--- src/sv/bis_pkg.sv ---
// ----------------------------------------------------------------------------
// bis_pkg: shared types for the byte insertion sorter
// Data word type and the control group that is broadcast to the cell chain.
// ----------------------------------------------------------------------------
package bis_pkg;

  localparam int DataWidth = 8;

  typedef logic [DataWidth-1:0] data_t;

  // Chain-wide command, one per cycle
  typedef struct packed {
    logic ins;    // insert the broadcast byte
    logic shift;  // move every word one place toward cell 0
  } bis_ctrl_t;

endpackage

--- src/sv/bis_cell.sv ---
// ----------------------------------------------------------------------------
// bis_cell: one slot of the insertion chain
// Holds one byte and a valid bit; inserts by comparison with the broadcast
// byte or shifts toward cell 0 while the run drains.
// ----------------------------------------------------------------------------
module bis_cell
  import bis_pkg::*;
(
  input  logic      clk,
  input  logic      rst_n,
  input  bis_ctrl_t ctrl,
  input  data_t     ins_byte,
  input  data_t     left_value,
  input  logic      left_valid,
  input  logic      left_gt,
  input  data_t     right_value,
  input  logic      right_valid,
  output data_t     value,
  output logic      valid,
  output logic      gt
);

  data_t value_r, value_nxt;
  logic  valid_r, valid_nxt;

  // empty slots count as larger than any byte; equal bytes stay put
  assign gt = !valid_r || (value_r > ins_byte);

  always_comb begin
    value_nxt = value_r;
    valid_nxt = valid_r;
    if (ctrl.shift) begin
      value_nxt = right_value;
      valid_nxt = right_valid;
    end else if (ctrl.ins) begin
      valid_nxt = valid_r | left_valid;
      if (gt) begin
        value_nxt = left_gt ? left_value : ins_byte;
      end
    end
  end

  always_ff @(posedge clk) begin
    value_r <= value_nxt;
    if (!rst_n) begin
      valid_r <= 1'b0;
    end else begin
      valid_r <= valid_nxt;
    end
  end

  assign value = value_r;
  assign valid = valid_r;

endmodule

--- src/sv/byte_insertion_sorter_top.sv ---
// ----------------------------------------------------------------------------
// byte_insertion_sorter_top: stable insertion sorter over a cell chain
// Collects a run of bytes in ascending order, then streams it out.
// ----------------------------------------------------------------------------
// Fill: one input word per cycle while not draining; each byte lands in its
// sorted slot at once. Drain: after the word flagged last, the chain shifts
// one word per cycle into the output register while that register is free or
// being emptied; the last input sets the draining flag, then cell 0 loads the
// output register. Input is stalled while the chain drains.
// Reset (synchronous, rst_n low) empties the chain and clears the drop flag.
// ----------------------------------------------------------------------------
module byte_insertion_sorter_top
  import bis_pkg::*;
#(
  parameter int MAX_ITEMS = 64
) (
  input  logic  clk,
  input  logic  rst_n,
  // input words
  input  logic  in_valid,
  output logic  in_stall,
  input  data_t in_data_byte,
  input  logic  in_last_item,
  // result words
  output logic  out_valid,
  input  logic  out_stall,
  output data_t out_sorted_byte,
  output logic  out_last_out,
  output logic  out_overflow
);

  // chain taps, cell 0 holds the smallest byte
  data_t     cell_value [MAX_ITEMS];
  logic      cell_valid [MAX_ITEMS];
  logic      cell_gt    [MAX_ITEMS];
  bis_ctrl_t ctrl;

  logic  draining_r, draining_nxt;
  logic  dropped_r, dropped_nxt;
  logic  out_valid_r, out_valid_nxt;
  data_t out_byte_r;
  logic  out_last_r;
  logic  out_ovf_r;

  logic  in_accept;
  logic  full;
  logic  load;      // move cell 0 into the output register

  assign full      = cell_valid[MAX_ITEMS-1];
  assign in_stall  = draining_r;
  assign in_accept = in_valid && !draining_r;

  // output register free or being emptied this cycle
  assign load = draining_r && (!out_valid_r || !out_stall);

  assign ctrl.ins   = in_accept && !full;
  assign ctrl.shift = load;

  // ---- cell chain ----
  for (genvar i = 0; i < MAX_ITEMS; i++) begin : g_cell
    data_t l_value, r_value;
    logic  l_valid, l_gt, r_valid;

    if (i == 0) begin : g_head
      // head cell always takes the new byte when its own byte is larger or it is empty
      assign l_value = '0;
      assign l_valid = 1'b1;
      assign l_gt    = 1'b0;
    end else begin : g_body
      assign l_value = cell_value[i-1];
      assign l_valid = cell_valid[i-1];
      assign l_gt    = cell_gt[i-1];
    end

    if (i == MAX_ITEMS - 1) begin : g_tail
      assign r_value = '0;
      assign r_valid = 1'b0;
    end else begin : g_mid
      assign r_value = cell_value[i+1];
      assign r_valid = cell_valid[i+1];
    end

    bis_cell u_cell (
      .clk         (clk),
      .rst_n       (rst_n),
      .ctrl        (ctrl),
      .ins_byte    (in_data_byte),
      .left_value  (l_value),
      .left_valid  (l_valid),
      .left_gt     (l_gt),
      .right_value (r_value),
      .right_valid (r_valid),
      .value       (cell_value[i]),
      .valid       (cell_valid[i]),
      .gt          (cell_gt[i])
    );
  end

  // ---- run control ----
  always_comb begin
    draining_nxt = draining_r;
    dropped_nxt  = dropped_r;
    if (in_accept) begin
      // byte arriving at a full chain is lost; remember it for the run
      if (full) begin
        dropped_nxt = 1'b1;
      end
      if (in_last_item) begin
        draining_nxt = 1'b1;
      end
    end
    if (load && !cell_valid[1]) begin
      // final word leaves the chain: ready for the next run
      draining_nxt = 1'b0;
      dropped_nxt  = 1'b0;
    end
  end

  // ---- output register ----
  always_comb begin
    out_valid_nxt = out_valid_r;
    if (load) begin
      out_valid_nxt = 1'b1;
    end else if (!out_stall) begin
      out_valid_nxt = 1'b0;
    end
  end

  always_ff @(posedge clk) begin
    if (load) begin
      out_byte_r <= cell_value[0];
      out_last_r <= !cell_valid[1];
      out_ovf_r  <= dropped_r;
    end
    if (!rst_n) begin
      draining_r  <= 1'b0;
      dropped_r   <= 1'b0;
      out_valid_r <= 1'b0;
    end else begin
      draining_r  <= draining_nxt;
      dropped_r   <= dropped_nxt;
      out_valid_r <= out_valid_nxt;
    end
  end

  assign out_valid       = out_valid_r;
  assign out_sorted_byte = out_byte_r;
  assign out_last_out    = out_last_r;
  assign out_overflow    = out_ovf_r;

endmodule

--- config.mk ---
export PLATFORM = sky130hd
export DESIGN_NAME = byte_insertion_sorter_top
export DESIGN_NICKNAME = d
export VERILOG_FILES = /design/src/sv/bis_pkg.sv /design/src/sv/bis_cell.sv /design/src/sv/byte_insertion_sorter_top.sv
export SDC_FILE = /design/constraint.sdc
export NUM_CORES = 2
export LEC_CHECK = 0
export BUFFER_PORTS_ARGS = -buffer_cell sky130_fd_sc_hd__buf_2
export CORE_ASPECT_RATIO = 0.5
export CORE_MARGIN = 1.5
export CORE_UTILIZATION = 70
export CTS_BUF_LIST = sky130_fd_sc_hd__clkbuf_4 sky130_fd_sc_hd__clkbuf_8 sky130_fd_sc_hd__clkbuf_16
export CTS_CLUSTER_SIZE = 10
export DETAILED_ROUTE_END_ITERATION = 10
export GPL_TIMING_DRIVEN = 0
export PLACE_DENSITY_LB_ADDON = 0.25
export REMOVE_ABC_BUFFERS = 1
export SLEW_MARGIN = 20
export SYNTH_ARGS = -nofsm -noshare
export SYNTH_HDL_FRONTEND = slang
export SYNTH_HIERARCHICAL = 1
export SYNTH_SLANG_ARGS = --single-unit
--- constraint.sdc ---
create_clock -name clk -period 14.4 [get_ports clk]
set_clock_uncertainty 0.1 [all_clocks]
set_input_delay 2.88 -clock clk [delete_from_list [all_inputs] [get_ports clk]]
set_output_delay 2.88 -clock clk [all_outputs]
set_load 0.01 [all_outputs]
== After elaboration in Yosys (flattened, before gate mapping) ==
Index checks and enable logic that the tools add are counted.
Word-level totals
  bits in registers: 589
  output and inout bits: 12
  word-level logic and storage cells: 911
Operators by class
  $lt $le $gt $ge: 64
  equal/unequal tests: 1
  multiplexer cells: 380
  bitwise operators: 64
  reductions and logical operators: 268
Operators by type and width (count)
  8-bit two-way mux: 252
  8-bit greater-than comparator: 64
  2-bit AND reduction: 66
  1-bit two-way mux: 128
  2-bit nonzero test: 64
  1-bit zero test: 67
  1-bit logical OR: 65
  1-bit OR: 63
  1-bit logical AND: 4
  2-bit OR reduction: 2
  2-bit by 1-bit inequality test with 1-bit output, second input constant: 1
  1-bit inverter: 1

== Longest topological paths before layout ==
  word-level depth: 6
  mapped depth: 8

== By module ==
Netlist, hierarchy kept.
Modules (own cells, without submodules)
  bis_cell (g_cell[0].u_cell ...): times used 51, cells an instance 69, area an instance 686.9 um^2, seq. area each 260.2 um^2
  bis_cell (g_cell[56].u_cell ...): times used 13, cells an instance 69, area an instance 670.6 um^2, seq. area each 260.2 um^2
  byte_insertion_sorter_top: times used 1, cells an instance 26, area an instance 449.2 um^2, seq. area each 360.3 um^2

== Least setup slack after synthesis ==
No wires, ideal clock.
  kind: input -> register
  start point: input port in_valid
  end point: register g_cell[0].u_cell.value_r[0], enable pin
  setup time: 328 ps
  data arrival time: 10038 ps
  setup slack: 3934 ps
  stages on the path: 2
  buffers on the path: 0
  path through: nor3b_1 a21o_1
Between the ends
  cells in the longest elaborated chain, start to end: 4
RTL lines
  from (decl): line byte_insertion_sorter_top.sv:20  | input logic in_valid,
  1-bit logical AND: line byte_insertion_sorter_top.sv:51  | assign in_accept = in_valid && !draining_r;
  1-bit logical AND: line byte_insertion_sorter_top.sv:56  | assign ctrl.ins = in_accept && !full;
  2-bit nonzero test (no line)
  2-bit AND reduction (no line)
  to (signal assigned): line bis_cell.sv:44  | value_r <= value_nxt;
  to (decl): line bis_cell.sv:23  | data_t value_r, value_nxt;
Every way passes these cells.
A chain may end at the register's enable or synchronous reset.

==> summary.log <==
qor: status.status finished clean
qor: layout.finalInstanceArea 0.0475 sq mm
qor: sta.period_minus_slack 5470 ps
qor: routing.route.antenna.remaining_nets 0
qor: sta.report.final.hold_viol_count 0
qor: layout.fill_cells 3911
qor: sta.setup_tns 0 ps
qor: routing.route.detailed.vias_per_inst 6.31
qor: power_and_ir_drop.peakVddDrop 0.0906 mV
qor: place.io_buffers 24
qor: layout.antenna-diode-count 0
qor: floorplanning.die_h 181 um
qor: cts.path_clk_slew 60 ps
qor: place.numPlacedInstances 5178
qor: logic_synthesis.synth-seq-cells 589
qor: logic_synthesis.warnings_synthesis 6
qor: min_path.holdCritStartpoint dropped_r
qor: power_and_ir_drop.power.density 128 mW/mm^2
qor: floorplanning.pin_count 25
qor: place.global_placement_routability_congestion 0.844
qor: grt.gr-usage-all-layers 31.2%
qor: logic_synthesis.synthDistinctLibCells 28
qor: min_path.hold_path_class reg2reg
qor: routing.route.detailed.wl_per_inst 19.2 um
qor: logic_synthesis.netlist_area 0.0442 sq mm
qor: floorplanning.start_util 71.6%
qor: grt.grt_pass1_wl 167000 um
qor: setup_path.worst_ep_arrival_time 5640 ps
qor: cts.htree_num_levels 3
qor: logic_synthesis.synth_top_cell_area_share 35.5%
qor: floorplanning.floorplan.rows 64
qor: place.dp.final_hpwl 72400 um
qor: routing.vias 33477
qor: cts.cts_num_sinks 589
qor: logic_synthesis.synth_cells 4442
qor: routing.remaining_drc_errors 0
qor: setup_path.required 14560 ps
qor: place.detailedPlace.worstSlack 8410 ps
qor: sta.achievable-frequency 0.183 GHz
qor: cts.holdBufCountCts 0
qor: sta.final_max_slew_viol_count 0
qor: grt.number_of_global_route_vias_before_repair 33716
qor: sta.min_period_over_period 38.0%
qor: logic_synthesis.synth.yosys.seq_area_share 38.5%
qor: routing.routed_wirelength 102000 um
qor: setup_path.timing.rr.start in_stall
qor: layout.nets 4948
qor: floorplanning.die_area 0.0648 sq mm
qor: setup_path.startpoint_type input pin
qor: cts.clock_path_buffers 3
qor: sta.transition_time_at_the_pin_with_the_least_slew_margin 762 ps
qor: setup_path.cp_endpoint_kind flop
qor: sta.finalWorstSetupSlack 8930 ps
qor: grt.number_of_antenna_violations_at_the_first_check_in_global_routing 0
qor: logic_synthesis.post-synth-top-area-cell sky130_fd_sc_hd__edfxtp_1
qor: sta.timing.max_slew.rel_slack 49.1%
qor: floorplanning.die_width 358 um
qor: routing.drt-initial-drc-count 3140
qor: flow_run.max-cap-violations 0
qor: place.dpl_cell_area 0.0454 sq mm
qor: sta.final-setup-viol-count 0
qor: logic_synthesis.netlist_top_cells_area sky130_fd_sc_hd__edfxtp_1, sky130_fd_sc_hd__ha_1, sky130_fd_sc_hd__mux2i_1, sky130_fd_sc_hd__o21ai_0, sky130_fd_sc_hd__nand2_1
qor: layout.stdcell_count 5302
qor: cts.tritoncts.num_buffers 68
qor: setup_path.path_class in2reg
qor: cts.postCtsResizedCells 0
qor: cts.worst_skew_pair.late_latency 610 ps
qor: cts.tritoncts done
qor: sta.rsz0062_at_grt false
qor: power_and_ir_drop.p_total 6080 uW
qor: cts.ctsRootBufferMaster sky130_fd_sc_hd__clkbuf_16
qor: power_and_ir_drop.power.leakage 0.0239 uW
qor: floorplanning.core 0.0617 sq mm
qor: setup_path.worst-path-max-fanout 69
qor: setup_path.critical_path.startpoint in_data_byte[7]
qor: cts.post_cts_buffers 0
qor: routing.number_of_optimization_iterations_in_the_first_detailed_route_pass 8
qor: layout.final_layout_size_suffix_gt1_share 8.47%
qor: grt.grt.overflow.total 0
qor: layout.layout-area-overhead-vs-synth 7.55%
qor: logic_synthesis.per_instance_average_area_after_synthesis 9.95 sq um
qor: grt.grt_max_degree 93
[stage by stage]
stage | util, % | hold WS [ps]
after floorplan | - | 308
after global placement | 71.1 | 314
after detailed placement | 73.5 | 321
after CTS | 77.0 | 346
after global routing | 77.0 | 360
final | 77.0 | 348
[sequential cells by signal, summed over array words and instances, names as in the netlist]
register             cells
dropped_r                1
g_cell.u_cell/valid     64
g_cell.u_cell/value    512
in_stall                 1
out_last_out             1
out_overflow             1
out_sorted_byte          8
out_valid                1
[cells in the final DEF, fill, tap and decap left out, types with 10 or more instances in the layout]
master,synthesis,final
sky130_fd_sc_hd__clkbuf_4,0,49
sky130_fd_sc_hd__a32oi_2,64,64
sky130_fd_sc_hd__o21ai_0,576,576
sky130_fd_sc_hd__inv_1,579,579
sky130_fd_sc_hd__and2_1,13,13
sky130_fd_sc_hd__a21o_1,128,128
sky130_fd_sc_hd__o2111ai_1,64,64
sky130_fd_sc_hd__buf_4,0,10
sky130_fd_sc_hd__buf_6,51,11
sky130_fd_sc_hd__and2b_2,51,51
sky130_fd_sc_hd__nand2_1,640,640
sky130_fd_sc_hd__dfxtp_1,67,67
sky130_fd_sc_hd__conb_1,2,19
sky130_fd_sc_hd__o211a_1,64,64
sky130_fd_sc_hd__a21oi_1,258,258
sky130_fd_sc_hd__buf_2,77,16
sky130_fd_sc_hd__mux2i_1,512,512
sky130_fd_sc_hd__ha_1,512,512
sky130_fd_sc_hd__nor2b_1,13,13
sky130_fd_sc_hd__and2_2,51,51
sky130_fd_sc_hd__clkbuf_16,0,69
sky130_fd_sc_hd__buf_16,0,47
sky130_fd_sc_hd__edfxtp_1,522,522
sky130_fd_sc_hd__and4_1,128,128
[routing by layer]
| metal | vias to the layer above | share of wire [%] | global-route usage (%) |
|---|---|---|---|
| met1 | 16175 | 43 | 41.2 |
| met3 | 204 | 5.7 | 3.79 |
| met5 | - | 0 | 0 |
| met2 | 1136 | 49 | 53.7 |
| li1 | 15962 | - | - |
| met4 | 0 | 2.2 | 9.16 |
[report_power, final]
| group | switching [uW] | internal, uW | total, uW |
|---|---|---|---|
| clock | 704 | 994 | 1700 |
| combinational | 946 | 733 | 1680 |
| sequential | 340 | 2360 | 2700 |
[cell usage after synthesis, drive strengths merged]
cell / instances
o21ai: 576
ha: 512
a21oi: 258
edfxtp: 522
and2b: 51
o2111ai: 64
nor3b: 1
and2: 64
nor2: 1
clkdlybuf4s15: 51
mux2i: 512
o211a: 64
conb: 2
buf: 128
a21boi: 1
a21o: 128
inv: 579
nand2: 640
a32oi: 64
nand3b: 1
clkbuf: 13
nor2b: 13
a211oi: 1
a221oi: 1
and4: 128
dfxtp: 67
[area by class of cell]
class                           count  area, sq um  share of cell area [%]
Clock buffer                      118         2090                    4.41
Clock inverter                      6         52.6                   0.111
Inverter                          579         2170                    4.57
Multi-Input combinational cell   3099        23600                    49.6
Sequential cell                   589        17000                    35.8
Tap cell                          825         1030                    2.17
Timing Repair Buffer               86         1610                    3.38
[cells by family after synthesis]
| logic type | Yosys count | share of synthesized area [%] |
|---|---|---|
| compound gates | 1157 | 16.8 |
| simple gates | 899 | 10.3 |
| buf+inv | 771 | 8.35 |
| flops | 589 | 38.5 |
| mux | 512 | 11.6 |
| fa+ha+maj | 512 | 14.5 |
| other cells | 2 | 0.0170 |
[critical path, cell delays in order]
cell and delay [ps]:
sky130_fd_sc_hd__buf_6 380, sky130_fd_sc_hd__buf_16 340, sky130_fd_sc_hd__inv_1 90, sky130_fd_sc_hd__ha_1 330
sky130_fd_sc_hd__and4_1 270, sky130_fd_sc_hd__o2111ai_1 160, sky130_fd_sc_hd__a32oi_2 630, sky130_fd_sc_hd__a21o_1 440
[worst paths after layout]
| kind | cells after the start | to | slack (ps) |
|---|---|---|---|
| worst max-delay path | 8 | g_cell[18].u_cell/value[2] | 8930 |
| worst min-delay path | 0 | out_overflow | 350 |
| worst max register to register | 10 | g_cell[17].u_cell/value[4] | 10910 |
| worst min register to register | 0 | out_overflow | 350 |
Power figures use the tool's default switching activity.
